<file path="config.mk">
export PLATFORM = sky130hd
export DESIGN_NAME = qte_cordic_cell
export DESIGN_NICKNAME = d
export VERILOG_FILES = /design/src/hw/rtl/qte_pkg.sv /design/src/hw/rtl/qte_cordic_cell.sv
export SDC_FILE = /design/constraint.sdc
export NUM_CORES = 1
export LEC_CHECK = 0
export BUFFER_PORTS_ARGS = -buffer_cell sky130_fd_sc_hd__buf_2
export CORE_ASPECT_RATIO = 0.5
export CORE_UTILIZATION = 45
export CTS_CLUSTER_DIAMETER = 100
export DETAILED_ROUTE_END_ITERATION = 12
export GPL_TIMING_DRIVEN = 0
export PLACE_DENSITY = 0.63
export SLEW_MARGIN = 0
export SYNTH_ARGS = -nofsm -noshare
export SYNTH_HDL_FRONTEND = slang
export SYNTH_SLANG_ARGS = --single-unit
</file>
<file path="constraint.sdc">
create_clock -name i_clk -period 7 [get_ports i_clk]
set_input_delay 0 -clock i_clk [delete_from_list [all_inputs] [get_ports i_clk]]
set_output_delay 0 -clock i_clk [all_outputs]
set_load 0.02 [all_outputs]
</file>
<file path="src/hw/rtl/qte_pkg.sv">
// Shared types, constants and helper functions of the quaternion to Euler block.
// No dependencies; every other file of the block imports this package.
package qte_pkg;

    // Fixed field widths and number formats
    localparam int IN_W          = 16;
    localparam int OUT_W         = 14;
    localparam int FRAC_BITS     = 14;
    localparam int CORDIC_STAGES = 16;
    localparam int TAB_LEN       = 24;
    localparam int SH_W          = 5;
    localparam int SC_W          = 16;
    localparam logic [SC_W-1:0] ANGLE_SCALE = SC_W'(10000);

    // Product sums, CORDIC vector and binary angle widths
    localparam int PROD_W = 2 * IN_W;
    localparam int SUM_W  = 44;
    localparam int CW     = SUM_W + 2;
    localparam int ZW     = 34;
    localparam int UW     = ZW;
    localparam int SW     = 32;

    // Square root of a Q60 value: one result bit per step
    localparam int SQ_W     = 61;
    localparam int SQ_STEPS = 31;
    localparam int C_W      = 31;

    // Pipeline depth from input transfer to output register
    localparam int LAT = 3 + SQ_STEPS + 1 + CORDIC_STAGES + 2;

    // Q30 conversion of the pitch sine
    localparam int SH_DN = (2 * FRAC_BITS >= 30) ? 2 * FRAC_BITS - 30 : 0;
    localparam int SH_UP = (2 * FRAC_BITS < 30) ? 30 - 2 * FRAC_BITS : 0;

    localparam logic signed [SUM_W-1:0] ONE2       = SUM_W'(1) << (2 * FRAC_BITS);
    localparam logic signed [SW-1:0]    Q30_ONE    = SW'(1) << 30;
    localparam logic signed [ZW-1:0]    ANG_HALF_PI = ZW'(1) << 30;
    localparam logic signed [ZW:0]      OFF_PI     = (ZW + 1)'(1) << 31;
    localparam logic signed [ZW:0]      OFF_HALF   = (ZW + 1)'(1) << 30;

    typedef struct packed {
        logic signed [CW-1:0] x;
        logic signed [CW-1:0] y;
        logic signed [ZW-1:0] z;
        logic                 zero;
    } t_vec;

    typedef struct packed {
        logic [SQ_W-1:0] v;
        logic [SQ_W-1:0] r;
    } t_sq;

    typedef struct packed {
        t_vec                 roll;
        t_vec                 yaw;
        logic signed [SW-1:0] s;
    } t_rv;

    // atan(2^-i) in binary angle units, pi = 2^31
    function automatic logic [31:0] f_atan(input logic [SH_W-1:0] i);
        logic [31:0] a;
        case (i)
            5'd0:    a = 32'd536870912;
            5'd1:    a = 32'd316933406;
            5'd2:    a = 32'd167458907;
            5'd3:    a = 32'd85004756;
            5'd4:    a = 32'd42667331;
            5'd5:    a = 32'd21354465;
            5'd6:    a = 32'd10679838;
            5'd7:    a = 32'd5340245;
            5'd8:    a = 32'd2670163;
            5'd9:    a = 32'd1335087;
            5'd10:   a = 32'd667544;
            5'd11:   a = 32'd333772;
            5'd12:   a = 32'd166886;
            5'd13:   a = 32'd83443;
            5'd14:   a = 32'd41722;
            5'd15:   a = 32'd20861;
            5'd16:   a = 32'd10430;
            5'd17:   a = 32'd5215;
            5'd18:   a = 32'd2608;
            5'd19:   a = 32'd1304;
            5'd20:   a = 32'd652;
            5'd21:   a = 32'd326;
            5'd22:   a = 32'd163;
            5'd23:   a = 32'd81;
            default: a = 32'd0;
        endcase
        return a;
    endfunction

    // Turn a left half plane vector by a quarter turn and flag the zero vector
    function automatic t_vec f_prerot(input logic signed [CW-1:0] y,
                                      input logic signed [CW-1:0] x);
        t_vec v;
        v.zero = (x == '0) && (y == '0);
        v.x    = x;
        v.y    = y;
        v.z    = '0;
        if (x < 0) begin
            if (!y[CW-1]) begin
                v.x = y;
                v.y = -x;
                v.z = ANG_HALF_PI;
            end else begin
                v.x = -y;
                v.y = x;
                v.z = -ANG_HALF_PI;
            end
        end
        return v;
    endfunction

endpackage

</file>
<file path="src/hw/rtl/qte_cordic_cell.sv">
// One vectoring CORDIC micro-rotation, registered.
// Depends on qte_pkg for t_vec and its widths.
module qte_cordic_cell import qte_pkg::*; (
    input  logic            i_clk,
    input  logic            i_en,
    input  logic [SH_W-1:0] i_shift,
    input  logic [31:0]     i_atan,
    input  t_vec            i_d,
    output t_vec            o_d
);
    t_vec                 r_d;
    t_vec                 n_d;
    logic signed [CW-1:0] w_dx;
    logic signed [CW-1:0] w_dy;
    logic signed [ZW-1:0] w_da;

    // Rotate toward the x axis and accumulate the angle
    always_comb begin
        w_dx   = i_d.x >>> i_shift;
        w_dy   = i_d.y >>> i_shift;
        w_da   = $signed(ZW'(i_atan));
        n_d.zero = i_d.zero;
        if (!i_d.y[CW-1]) begin
            n_d.x = i_d.x + w_dy;
            n_d.y = i_d.y - w_dx;
            n_d.z = i_d.z + w_da;
        end else begin
            n_d.x = i_d.x - w_dy;
            n_d.y = i_d.y + w_dx;
            n_d.z = i_d.z - w_da;
        end
    end

    // Hand on to the next cell
    always_ff @(posedge i_clk) begin
        if (i_en) begin
            r_d <= n_d;
        end
    end

    assign o_d = r_d;
endmodule

</file>
==> flow_summary_export.csv <==
group,metric,value,unit
run_status,status,"finished with violations",
run_status,violations,"negative setup slack",
drt,drt_first_iter_violations,3578,
layout,most_frequent_standard_cell_in_the_layout_excluding_fill_and_tap_cells,"sky130_fd_sc_hd__buf_2",
synthesis,yosys-mux-area-fraction,22.40,%
grt,maximum_number_of_pins_on_one_net_before_global_route_repair,98,
cts,cts_tree,"built",
timing,finalHoldWorstSlack,0.007204,ns
power_and_ir_drop,power_leakage,10.24,nW
timing,layout_setup_ws,-0.02644,ns
drt,post_drt_via_cell_ratio,7.039,
grt,grt_use_total,46.04,%
critical_path,crit_path_launch_type,"primary input",
cts,htreeDepth,4,
grt,number_of_antenna_violations_at_the_first_check_in_global_routing,3,
floorplanning,die_height,156.4,um
timing,maxSlewViolCount,0,
grt,vias_in_the_first_global_route,21890,
critical_path,path_max_fanout,19,
layout,seqCellArea,3814,um^2
layout,post_route_cells_drive_above_1_share,24.77,%
drt,routed_wl_per_cell,34.13,um
floorplanning,design.die.area,48620,um^2
timing,min_period_over_period,100.4,%
placement,port_buffers,287,
synthesis,yosysSeqAreaShare,17.77,%
synthesis,synth_top_family_by_area,"multiplexers",
timing,pin_slew_with_the_least_headroom_to_its_limit,1.476,ns
timing,final_period_minus_worst_setup_slack,7.026,ns
layout,n_fill_cell,4374,
critical_path,cp_data_arrival_time,7.24,ns
timing,final.setup.tns,-0.02644,ns
synthesis,syn_avg_cell_area,8.972,um^2
power_and_ir_drop,total_power_divided_by_cell_area,220.3,nW/um^2
layout,multi_input_gate_area,16880,um^2
layout,area_delta_synth_final,15.41,%
placement,place.gp.congestion,1.155,
cts,clk_root_buffer_cell,"sky130_fd_sc_hd__clkbuf_16",
synthesis,syn_nets,2700,
timing,rsz_0062_raised_after_global_routing,"false",
synthesis,yosys.area_share.adder,8.384,%
floorplanning,rows,56,
floorplanning,placeableCoreArea,46950,um^2
synthesis,synth_cells,2392,
synthesis,synth_top_flop_cell,"sky130_fd_sc_hd__edfxtp_1",
timing,fmax,142.3,MHz
drt,first_pass_iters,7,
floorplanning,fp.dieW,310.8,um
placement,hpwl,88680,um
timing,final-setup-viol-count,1,
grt,grt.overflow.total,0,
timing,worst_rel_slew_slack,1.597,%
cts,cts_buffer_depth,2,
synthesis,synth.cell_area,21460,um^2
power_and_ir_drop,vdd_drop_max,0.0001874,V
synthesis,ys_warn_count,0,
synthesis,ys_ff_latch,127,
timing,final_hold_viol_count,0,
critical_path,worstPathRequired,7.21,ns
synthesis,async_flop_share,0,%
critical_path,worst-setup-path-type,"primary input to flop",
cts,tritoncts_num_sinks,127,
drt,routed_wirelength,114600,um
cts,worst_setup_hold_path_clk_slew,0.07,ns
grt,wire_length_of_the_first_global_routing_pass,159200,um
layout,nNetsFinal,3013,
min_path,worst_hold_path_type,"primary input to flop",
cts,cts_inserted_buffers,17,
synthesis,synth.lib_cells_used.distinct,97,
layout,final_cell_mix,"sky130_fd_sc_hd__buf_2, sky130_fd_sc_hd__a21oi_1, sky130_fd_sc_hd__nand2_1",
layout,max_reg_flops,127,
drt,drt_drc_violations_left,0,
layout,final_cell_area,24770,um^2
synthesis,synth_compound_gate_area_share,22.00,%
drt,ant_nets_after_route,0,
synthesis,post_synth_and_or_nand_nor_area_fraction,16.01,%
placement,detailed_place.area,23730,um^2
critical_path,crit_path_end_kind,"flop",
synthesis,synth-xor-area-share,8.815,%
floorplanning,boundaryPins,293,
drt,detailroute.via_count,23620,
synthesis,synth_enable_flop_cells,127,
flow_run,max_cap_viol_count,0,
floorplanning,start_util,45.71,%
power by group:
group	internal, mW	switching (mW)	leakage [nW]	total, mW
clock	0.602	0.440	0.304	1.04
combinational	1.15	2.08	8.69	3.23
sequential	1.14	0.0464	1.24	1.18
kinds of logic after synthesis:
| logic type | after synthesis |
|---|---|
| buf+inv | 214 |
| compound gates | 718 |
| flops | 127 |
| mux | 296 |
| xor+xnor | 216 |
| fa+ha+maj | 142 |
| simple gates | 679 |
worst max-delay path: stages:
cell and delay (ns):
sky130_fd_sc_hd__buf_2 0.11, sky130_fd_sc_hd__buf_6 0.16, sky130_fd_sc_hd__buf_4 0.34, sky130_fd_sc_hd__buf_4 0.35, sky130_fd_sc_hd__buf_4 0.35, sky130_fd_sc_hd__clkbuf_4 0.35
sky130_fd_sc_hd__clkbuf_4 0.37, sky130_fd_sc_hd__buf_2 0.34, sky130_fd_sc_hd__buf_6 0.27, sky130_fd_sc_hd__nand2_1 0.08, sky130_fd_sc_hd__a32oi_1 0.40, sky130_fd_sc_hd__ha_1 0.31
sky130_fd_sc_hd__inv_1 0.11, sky130_fd_sc_hd__nor4_4 0.25, sky130_fd_sc_hd__buf_4 0.20, sky130_fd_sc_hd__and4bb_2 0.34, sky130_fd_sc_hd__buf_4 0.21, sky130_fd_sc_hd__a31oi_1 0.11
sky130_fd_sc_hd__xnor2_1 0.18, sky130_fd_sc_hd__o22ai_1 0.15, sky130_fd_sc_hd__ha_1 0.34, sky130_fd_sc_hd__clkbuf_1 0.28, sky130_fd_sc_hd__nand4_1 0.22, sky130_fd_sc_hd__nor2_1 0.23
sky130_fd_sc_hd__o211ai_1 0.12, sky130_fd_sc_hd__a31oi_1 0.34, sky130_fd_sc_hd__mux2i_1 0.13, sky130_fd_sc_hd__or4_1 0.53
final timing paths:
check                   from                 end  slack (ns)  depth (start not counted)
hold / removal       i_d[32]   o_d[32]$_DFFE_PP_       0.007                          3
setup / recovery  i_shift[2]  o_d[125]$_DFFE_PP_       -0.03                         28
synth_stat cells, types with 23 or more instances:
| library cell | instances | area [um^2] |
|---|---|---|
| sky130_fd_sc_hd__a211oi_1 | 23 | 172.7 |
| sky130_fd_sc_hd__a21o_1 | 85 | 638.1 |
| sky130_fd_sc_hd__a21oi_1 | 201 | 1006 |
| sky130_fd_sc_hd__a31oi_1 | 57 | 356.6 |
| sky130_fd_sc_hd__and2_1 | 25 | 156.4 |
| sky130_fd_sc_hd__buf_2 | 43 | 215.2 |
| sky130_fd_sc_hd__clkbuf_1 | 58 | 217.7 |
| sky130_fd_sc_hd__edfxtp_1 | 127 | 3814 |
| sky130_fd_sc_hd__ha_1 | 139 | 1739 |
| sky130_fd_sc_hd__inv_1 | 63 | 236.5 |
| sky130_fd_sc_hd__mux2_2 | 53 | 596.8 |
| sky130_fd_sc_hd__mux2i_1 | 100 | 1001 |
| sky130_fd_sc_hd__mux4_2 | 134 | 3018 |
| sky130_fd_sc_hd__nand2_1 | 184 | 690.7 |
| sky130_fd_sc_hd__nand2b_1 | 32 | 200.2 |
| sky130_fd_sc_hd__nand3_1 | 47 | 235.2 |
| sky130_fd_sc_hd__nor2_1 | 181 | 679.4 |
| sky130_fd_sc_hd__nor2b_1 | 27 | 168.9 |
| sky130_fd_sc_hd__nor3_1 | 40 | 200.2 |
| sky130_fd_sc_hd__o21a_1 | 25 | 187.7 |
| sky130_fd_sc_hd__o21ai_0 | 104 | 520.5 |
| sky130_fd_sc_hd__o22ai_1 | 27 | 168.9 |
| sky130_fd_sc_hd__xnor2_1 | 137 | 1200 |
| sky130_fd_sc_hd__xor2_1 | 79 | 691.9 |
metrics by stage:
step,setup WS [ns],utilization [%],cells,total power [mW]
final,-0.02644,52.76,3356,5.457
after global routing,0.006632,52.75,3355,5.655
after CTS,0.02346,52.39,3356,5.311
after detailed placement,-3.684,50.56,3318,4.239
after global placement,-3.770,50.47,3317,4.219
after floorplan,0.8211,-,2392,3.224
layout make-up:
type	instances	area share, %
Antenna cell	1	0.01010
Timing Repair Buffer	298	6.330
Buffer	143	3.289
Sequential cell	127	15.40
Clock inverter	14	0.8335
Multi-Input combinational cell	2051	68.17
Inverter	67	1.031
Tap cell	638	3.223
Clock buffer	17	1.718
layer usage:
metal	track usage, %	vias to the layer above	share of wire [%]
li1	-	9879	-
met1	60.22	11470	41
met2	62.32	1934	39
met3	25.25	341	16
met4	17.34	2	4.0
met5	1.482	-	0.019
timing repair:
item | in CTS | in global routing
cloned | 0 | 0
setup endpoints to repair | 82 | 20
resized for setup | 49 | 53
pin swaps | 1 | 1
hold endpoints to repair | 37 | 0
buffers inserted | 0 | 1
hold buffers | 9 | 0
Note: power is estimated with default switching activity, not from simulation.
