[config.mk]
export PLATFORM = sky130hd
export DESIGN_NAME = qte_sqrt_cell
export DESIGN_NICKNAME = d
export VERILOG_FILES = /design/src/hw/rtl/qte_pkg.sv /design/src/hw/rtl/qte_sqrt_cell.sv
export SDC_FILE = /design/constraint.sdc
export NUM_CORES = 1
export LEC_CHECK = 0
export BUFFER_PORTS_ARGS = -buffer_cell sky130_fd_sc_hd__buf_2
export CAP_MARGIN = 25
export CORE_MARGIN = 1
export CORE_UTILIZATION = 35
export DETAILED_ROUTE_END_ITERATION = 10
export PLACE_DENSITY = 0.61
export SETUP_SLACK_MARGIN = 0.05
export SLEW_MARGIN = 20
export SYNTH_ARGS = -nofsm -noshare
export SYNTH_HDL_FRONTEND = slang
export SYNTH_SLANG_ARGS = --single-unit
[constraint.sdc]
create_clock -name i_clk -period 5.6 [get_ports i_clk]
set_input_delay 0.28 -clock i_clk [delete_from_list [all_inputs] [get_ports i_clk]]
set_output_delay 0.28 -clock i_clk [all_outputs]
set_load 0.01 [all_outputs]
[src/hw/rtl/qte_pkg.sv]
// Shared types, constants and helper functions of the quaternion to Euler block.
// No dependencies; every other file of the block imports this package.
package qte_pkg;

    // Fixed field widths and number formats
    localparam int IN_W          = 16;
    localparam int OUT_W         = 14;
    localparam int FRAC_BITS     = 14;
    localparam int CORDIC_STAGES = 16;
    localparam int TAB_LEN       = 24;
    localparam int SH_W          = 5;
    localparam int SC_W          = 16;
    localparam logic [SC_W-1:0] ANGLE_SCALE = SC_W'(10000);

    // Product sums, CORDIC vector and binary angle widths
    localparam int PROD_W = 2 * IN_W;
    localparam int SUM_W  = 44;
    localparam int CW     = SUM_W + 2;
    localparam int ZW     = 34;
    localparam int UW     = ZW;
    localparam int SW     = 32;

    // Square root of a Q60 value: one result bit per step
    localparam int SQ_W     = 61;
    localparam int SQ_STEPS = 31;
    localparam int C_W      = 31;

    // Pipeline depth from input transfer to output register
    localparam int LAT = 3 + SQ_STEPS + 1 + CORDIC_STAGES + 2;

    // Q30 conversion of the pitch sine
    localparam int SH_DN = (2 * FRAC_BITS >= 30) ? 2 * FRAC_BITS - 30 : 0;
    localparam int SH_UP = (2 * FRAC_BITS < 30) ? 30 - 2 * FRAC_BITS : 0;

    localparam logic signed [SUM_W-1:0] ONE2       = SUM_W'(1) << (2 * FRAC_BITS);
    localparam logic signed [SW-1:0]    Q30_ONE    = SW'(1) << 30;
    localparam logic signed [ZW-1:0]    ANG_HALF_PI = ZW'(1) << 30;
    localparam logic signed [ZW:0]      OFF_PI     = (ZW + 1)'(1) << 31;
    localparam logic signed [ZW:0]      OFF_HALF   = (ZW + 1)'(1) << 30;

    typedef struct packed {
        logic signed [CW-1:0] x;
        logic signed [CW-1:0] y;
        logic signed [ZW-1:0] z;
        logic                 zero;
    } t_vec;

    typedef struct packed {
        logic [SQ_W-1:0] v;
        logic [SQ_W-1:0] r;
    } t_sq;

    typedef struct packed {
        t_vec                 roll;
        t_vec                 yaw;
        logic signed [SW-1:0] s;
    } t_rv;

    // atan(2^-i) in binary angle units, pi = 2^31
    function automatic logic [31:0] f_atan(input logic [SH_W-1:0] i);
        logic [31:0] a;
        case (i)
            5'd0:    a = 32'd536870912;
            5'd1:    a = 32'd316933406;
            5'd2:    a = 32'd167458907;
            5'd3:    a = 32'd85004756;
            5'd4:    a = 32'd42667331;
            5'd5:    a = 32'd21354465;
            5'd6:    a = 32'd10679838;
            5'd7:    a = 32'd5340245;
            5'd8:    a = 32'd2670163;
            5'd9:    a = 32'd1335087;
            5'd10:   a = 32'd667544;
            5'd11:   a = 32'd333772;
            5'd12:   a = 32'd166886;
            5'd13:   a = 32'd83443;
            5'd14:   a = 32'd41722;
            5'd15:   a = 32'd20861;
            5'd16:   a = 32'd10430;
            5'd17:   a = 32'd5215;
            5'd18:   a = 32'd2608;
            5'd19:   a = 32'd1304;
            5'd20:   a = 32'd652;
            5'd21:   a = 32'd326;
            5'd22:   a = 32'd163;
            5'd23:   a = 32'd81;
            default: a = 32'd0;
        endcase
        return a;
    endfunction

    // Turn a left half plane vector by a quarter turn and flag the zero vector
    function automatic t_vec f_prerot(input logic signed [CW-1:0] y,
                                      input logic signed [CW-1:0] x);
        t_vec v;
        v.zero = (x == '0) && (y == '0);
        v.x    = x;
        v.y    = y;
        v.z    = '0;
        if (x < 0) begin
            if (!y[CW-1]) begin
                v.x = y;
                v.y = -x;
                v.z = ANG_HALF_PI;
            end else begin
                v.x = -y;
                v.y = x;
                v.z = -ANG_HALF_PI;
            end
        end
        return v;
    endfunction

endpackage

[src/hw/rtl/qte_sqrt_cell.sv]
// One step of the bit-serial integer square root, registered.
// Depends on qte_pkg for t_sq and its width.
module qte_sqrt_cell import qte_pkg::*; (
    input  logic            i_clk,
    input  logic            i_en,
    input  logic [SQ_W-1:0] i_bit,
    input  t_sq             i_d,
    output t_sq             o_d
);
    t_sq             r_d;
    t_sq             n_d;
    logic [SQ_W-1:0] w_trial;

    // Try this result bit; keep it when the remainder allows
    always_comb begin
        w_trial = i_d.r + i_bit;
        if (i_d.v >= w_trial) begin
            n_d.v = i_d.v - w_trial;
            n_d.r = (i_d.r >> 1) + i_bit;
        end else begin
            n_d.v = i_d.v;
            n_d.r = i_d.r >> 1;
        end
    end

    // Hand on to the next cell
    always_ff @(posedge i_clk) begin
        if (i_en) begin
            r_d <= n_d;
        end
    end

    assign o_d = r_d;
endmodule

==> flow_summary_export.csv <==
group,metric,value,unit
cells_and_area,finish.utilization,0.4576,
global_routing,grt_first_pass_wirelength,91110,um
floorplan,number_of_top_level_pins,307,
placed_design,detailed_place_hpwl,48810,um
power_and_ir_drop,seq_power_share,0.232,
synthesis,postSynthAreaPerCell,7.931,um2
setup_path,crit_fanout,14,
cells_and_area,design.final.nets,2803,
cells_and_area,largest_register_ffs,122,
global_routing,initial_antenna_violation_count,4,
setup_path,worstSetupStartpoint,"i_bit[0]",
setup_path,worst-endpoint-arrival,5.45,ns
timing,period_share,0.9343,
timing,fin_hold_ws,0.1219,ns
timing,setup_viol,0,
setup_path,timing.critical_path.from_type,"input pin",
placed_design,number_of_port_buffers,306,
timing,min_period,5.232,ns
power_and_ir_drop,fin_total_pwr,0.006060,W
timing,timing.slew.headroom,0.4704,
setup_path,timing_worst_setup_path_type,"input pin to register",
global_routing,grt_overflow,0,
placed_design,gp_congestion,1.008,
global_routing,grt_use_total,0.2633,
synthesis,synth.ff_latch_count,122,
route,drc,0,
floorplan,die-area,0.04528,mm2
route,drt_first_iter_violations,1640,
clocking,tritoncts_clock_tree,"done",
synthesis,post_synth_num_cell_types,75,
route,routed_wirelength_normalized_by_instance_count,19.69,um
timing,rsz_0062_raised_after_global_routing,"false",
power_and_ir_drop,power.switching_fraction,0.4230,
power_and_ir_drop,power.leakage,9.116,nW
cells_and_area,layout.cells.most_common_list,"sky130_fd_sc_hd__buf_2, sky130_fd_sc_hd__nand2_1, sky130_fd_sc_hd__buf_4",
cells_and_area,layoutNonFillerInstCount,3035,
setup_path,worst_setup_path_end_kind,"register",
synthesis,synth-edff-count,122,
cells_and_area,area_growth_syn_to_layout,27.88,%
floorplan,dieWidth,212.8,um
power_and_ir_drop,clock_power_share,0.183,
clocking,cts-buffers-inserted,17,
timing,drv_slew,0,
clocking,worst_setup_hold_path_clk_slew,0.07,ns
synthesis,synth_ff_type,"sky130_fd_sc_hd__edfxtp_1",
route,vias_per_cell,5.579,
synthesis,mappedNetlistNets,2330,
global_routing,pin_count_of_the_biggest_net_entering_global_routing,66,
synthesis,synth_sequential_area_ratio,0.2356,
clocking,cts_num_sinks,122,
synthesis,syn-cell-area,0.01555,mm2
worst_hold_path,worst_hold_path.num_cells,3,
run_status,outcome,"finished clean",
synthesis,postSynth.asyncResetShare,0,
placed_design,placed_cells,2996,
worst_hold_path,min_path_type,"input pin to register",
worst_hold_path,hold-path-endpoint,"o_d[2]",
flow_run,maxCapViolCount,0,
timing,final-hold-violation-count,0,
power_and_ir_drop,p_int,0.003496,W
power_and_ir_drop,power.switching,0.002563,W
clocking,cts_htree_levels,4,
route,num_vias,16930,
timing,achievable-frequency,191.1,MHz
cells_and_area,most_common_cell_after_layout_fill_and_taps_aside,"sky130_fd_sc_hd__buf_2",
clocking,ctsLongestPathBuffers,2,
floorplan,row_count,76,
synthesis,yosysWarnings,0,
floorplan,floorplan.initialDensity,0.3579,
clocking,clock_root_buffer,"sky130_fd_sc_hd__clkbuf_16",
timing,worstMarginPinSlew,0.7944,ns
floorplan,core,0.04346,mm2
cells_and_area,drive_gt1_frac,0.2502,
power_and_ir_drop,comb_power_share,0.585,
power_and_ir_drop,highest_ir_drop_seen_on_vdd,0.1420,mV
route,route.final.wire_length,59750,um
synthesis,synthCells,1961,
worst_hold_path,min-delay-start,"i_d[3]",
route,drt.antenna.violating_nets,0,
route,drtPass1Iterations,5,
power_and_ir_drop,power_density,304.7,mW/mm2
floorplan,die_y,212.8,um
setup_path,endpoint_required_time_on_the_critical_path,5.82,ns
global_routing,first_global_vias,15860,
[area by class of cell]
type,instances,area (um2)
Fill cell,4435,23570
Multi-Input combinational cell,1705,11360
Sequential cell,122,3664
Timing Repair Buffer,542,3406
Tap cell,585,732.0
Clock buffer,21,440.4
Inverter,46,172.7
Clock inverter,10,102.6
Antenna cell,4,10.01
[repair_timing]
action | CTS | global route
endpoints found under the setup margin | 6 | 118
gates cloned | 1 | 1
setup buffers | 1 | 1
pin swaps | 1 | 2
gates resized for setup | 1 | 9
hold buffers | 0 | 0
[per-stage QoR]
step / worst slack, ns / setup TNS [ns] / area (um2)
after CTS: 0.06914 / 0 / 19810
after global placement: -0.3771 / -11.76 / 19210
after global routing: 0.06707 / 0 / 19890
final: 0.3682 / 0 / 19890
after detailed placement: -0.5286 / -39.37 / 19210
after floorplan: 0.2714 / 0 / 15550
[logic make-up after synthesis]
family                     share of synthesized area
AOI/OAI and AO/OA                             0.2976
and+or+nand+nor                               0.1779
adders and majority gates                     0.1495
xor gates and xnor gates                     0.09461
buffers and inverters                        0.03636
DFF                                           0.2356
muxes                                       0.008528
[critical path, cell delays in order]
cell                       delay [ns]
sky130_fd_sc_hd__buf_2           0.09
sky130_fd_sc_hd__ha_1            0.22
sky130_fd_sc_hd__inv_1           0.07
sky130_fd_sc_hd__fa_1            0.39
sky130_fd_sc_hd__nand2b_1        0.20
sky130_fd_sc_hd__a21oi_2         0.21
sky130_fd_sc_hd__nor2_1          0.09
sky130_fd_sc_hd__o21ai_1         0.20
sky130_fd_sc_hd__a21oi_1         0.14
sky130_fd_sc_hd__or3_1           0.38
sky130_fd_sc_hd__o41ai_2         0.34
sky130_fd_sc_hd__a21oi_1         0.10
sky130_fd_sc_hd__xor2_1          0.19
sky130_fd_sc_hd__ha_1            0.35
sky130_fd_sc_hd__a21oi_2         0.16
sky130_fd_sc_hd__o21ai_0         0.10
sky130_fd_sc_hd__a21oi_1         0.16
sky130_fd_sc_hd__o21ai_1         0.13
sky130_fd_sc_hd__or4_1           0.43
sky130_fd_sc_hd__o21ai_2         0.18
sky130_fd_sc_hd__o21ai_2         0.11
sky130_fd_sc_hd__buf_4           0.16
sky130_fd_sc_hd__a21bo_1         0.19
sky130_fd_sc_hd__buf_12          0.17
sky130_fd_sc_hd__and2_1          0.17
sky130_fd_sc_hd__mux2_2          0.25
[layer usage]
layer,vias up,GRT usage,share of wire,routed length (um)
met2,649,0.3847,0.42,25140
met5,-,0,0,0
li1,8282,-,-,-
met4,0,0.09228,0.028,1661
met3,88,0.03074,0.064,3846
met1,7914,0.3938,0.49,29110
[worst max-delay path by stage]
stage               end  slack (ns)  depth (start not counted)
2_1_floorplan   o_d[62]        0.27                         27
3_3_place_gp   o_d[116]       -0.38                         27
3_5_place_dp    o_d[60]       -0.53                         26
4_1_cts         o_d[62]        0.07                         26
5_1_grt        o_d[108]        0.07                         27
6_report        o_d[60]        0.37                         26
[cell usage after synthesis, types with 9 or more instances]
library cell | count | area (um2)
sky130_fd_sc_hd__a211oi_1 | 13 | 97.59
sky130_fd_sc_hd__a21boi_0 | 10 | 75.07
sky130_fd_sc_hd__a21o_1 | 102 | 765.7
sky130_fd_sc_hd__a21oi_1 | 216 | 1081
sky130_fd_sc_hd__a31oi_1 | 35 | 219.0
sky130_fd_sc_hd__and2_1 | 20 | 125.1
sky130_fd_sc_hd__and3_1 | 15 | 93.84
sky130_fd_sc_hd__buf_2 | 20 | 100.1
sky130_fd_sc_hd__clkbuf_1 | 59 | 221.5
sky130_fd_sc_hd__edfxtp_1 | 122 | 3664
sky130_fd_sc_hd__ha_1 | 181 | 2265
sky130_fd_sc_hd__inv_1 | 46 | 172.7
sky130_fd_sc_hd__mux2_2 | 10 | 112.6
sky130_fd_sc_hd__nand2_1 | 248 | 930.9
sky130_fd_sc_hd__nand2b_1 | 20 | 125.1
sky130_fd_sc_hd__nand3_1 | 40 | 200.2
sky130_fd_sc_hd__nand4_1 | 49 | 306.5
sky130_fd_sc_hd__nor2_1 | 95 | 356.6
sky130_fd_sc_hd__nor2b_1 | 19 | 118.9
sky130_fd_sc_hd__nor3_1 | 43 | 215.2
sky130_fd_sc_hd__nor4_1 | 9 | 56.30
sky130_fd_sc_hd__o211ai_1 | 11 | 82.58
sky130_fd_sc_hd__o21a_1 | 17 | 127.6
sky130_fd_sc_hd__o21ai_0 | 219 | 1096
sky130_fd_sc_hd__o21bai_1 | 34 | 255.2
sky130_fd_sc_hd__o31ai_1 | 15 | 112.6
sky130_fd_sc_hd__or2_2 | 10 | 62.56
sky130_fd_sc_hd__or3_1 | 11 | 68.82
sky130_fd_sc_hd__xnor2_1 | 86 | 753.2
sky130_fd_sc_hd__xor2_1 | 82 | 718.2
[power groups by stage]
stage | sequential (W) | combinational (W) | clock [W]
3_3_place_gp | 0.00143 | 0.00339 | 0
5_1_grt | 0.00142 | 0.00390 | 0.00116
3_5_place_dp | 0.00142 | 0.00342 | 0
4_1_cts | 0.00141 | 0.00348 | 0.00113
2_1_floorplan | 0.00153 | 0.00198 | 0
6_report | 0.00141 | 0.00355 | 0.00111
(Power assumes the default switching activity.)
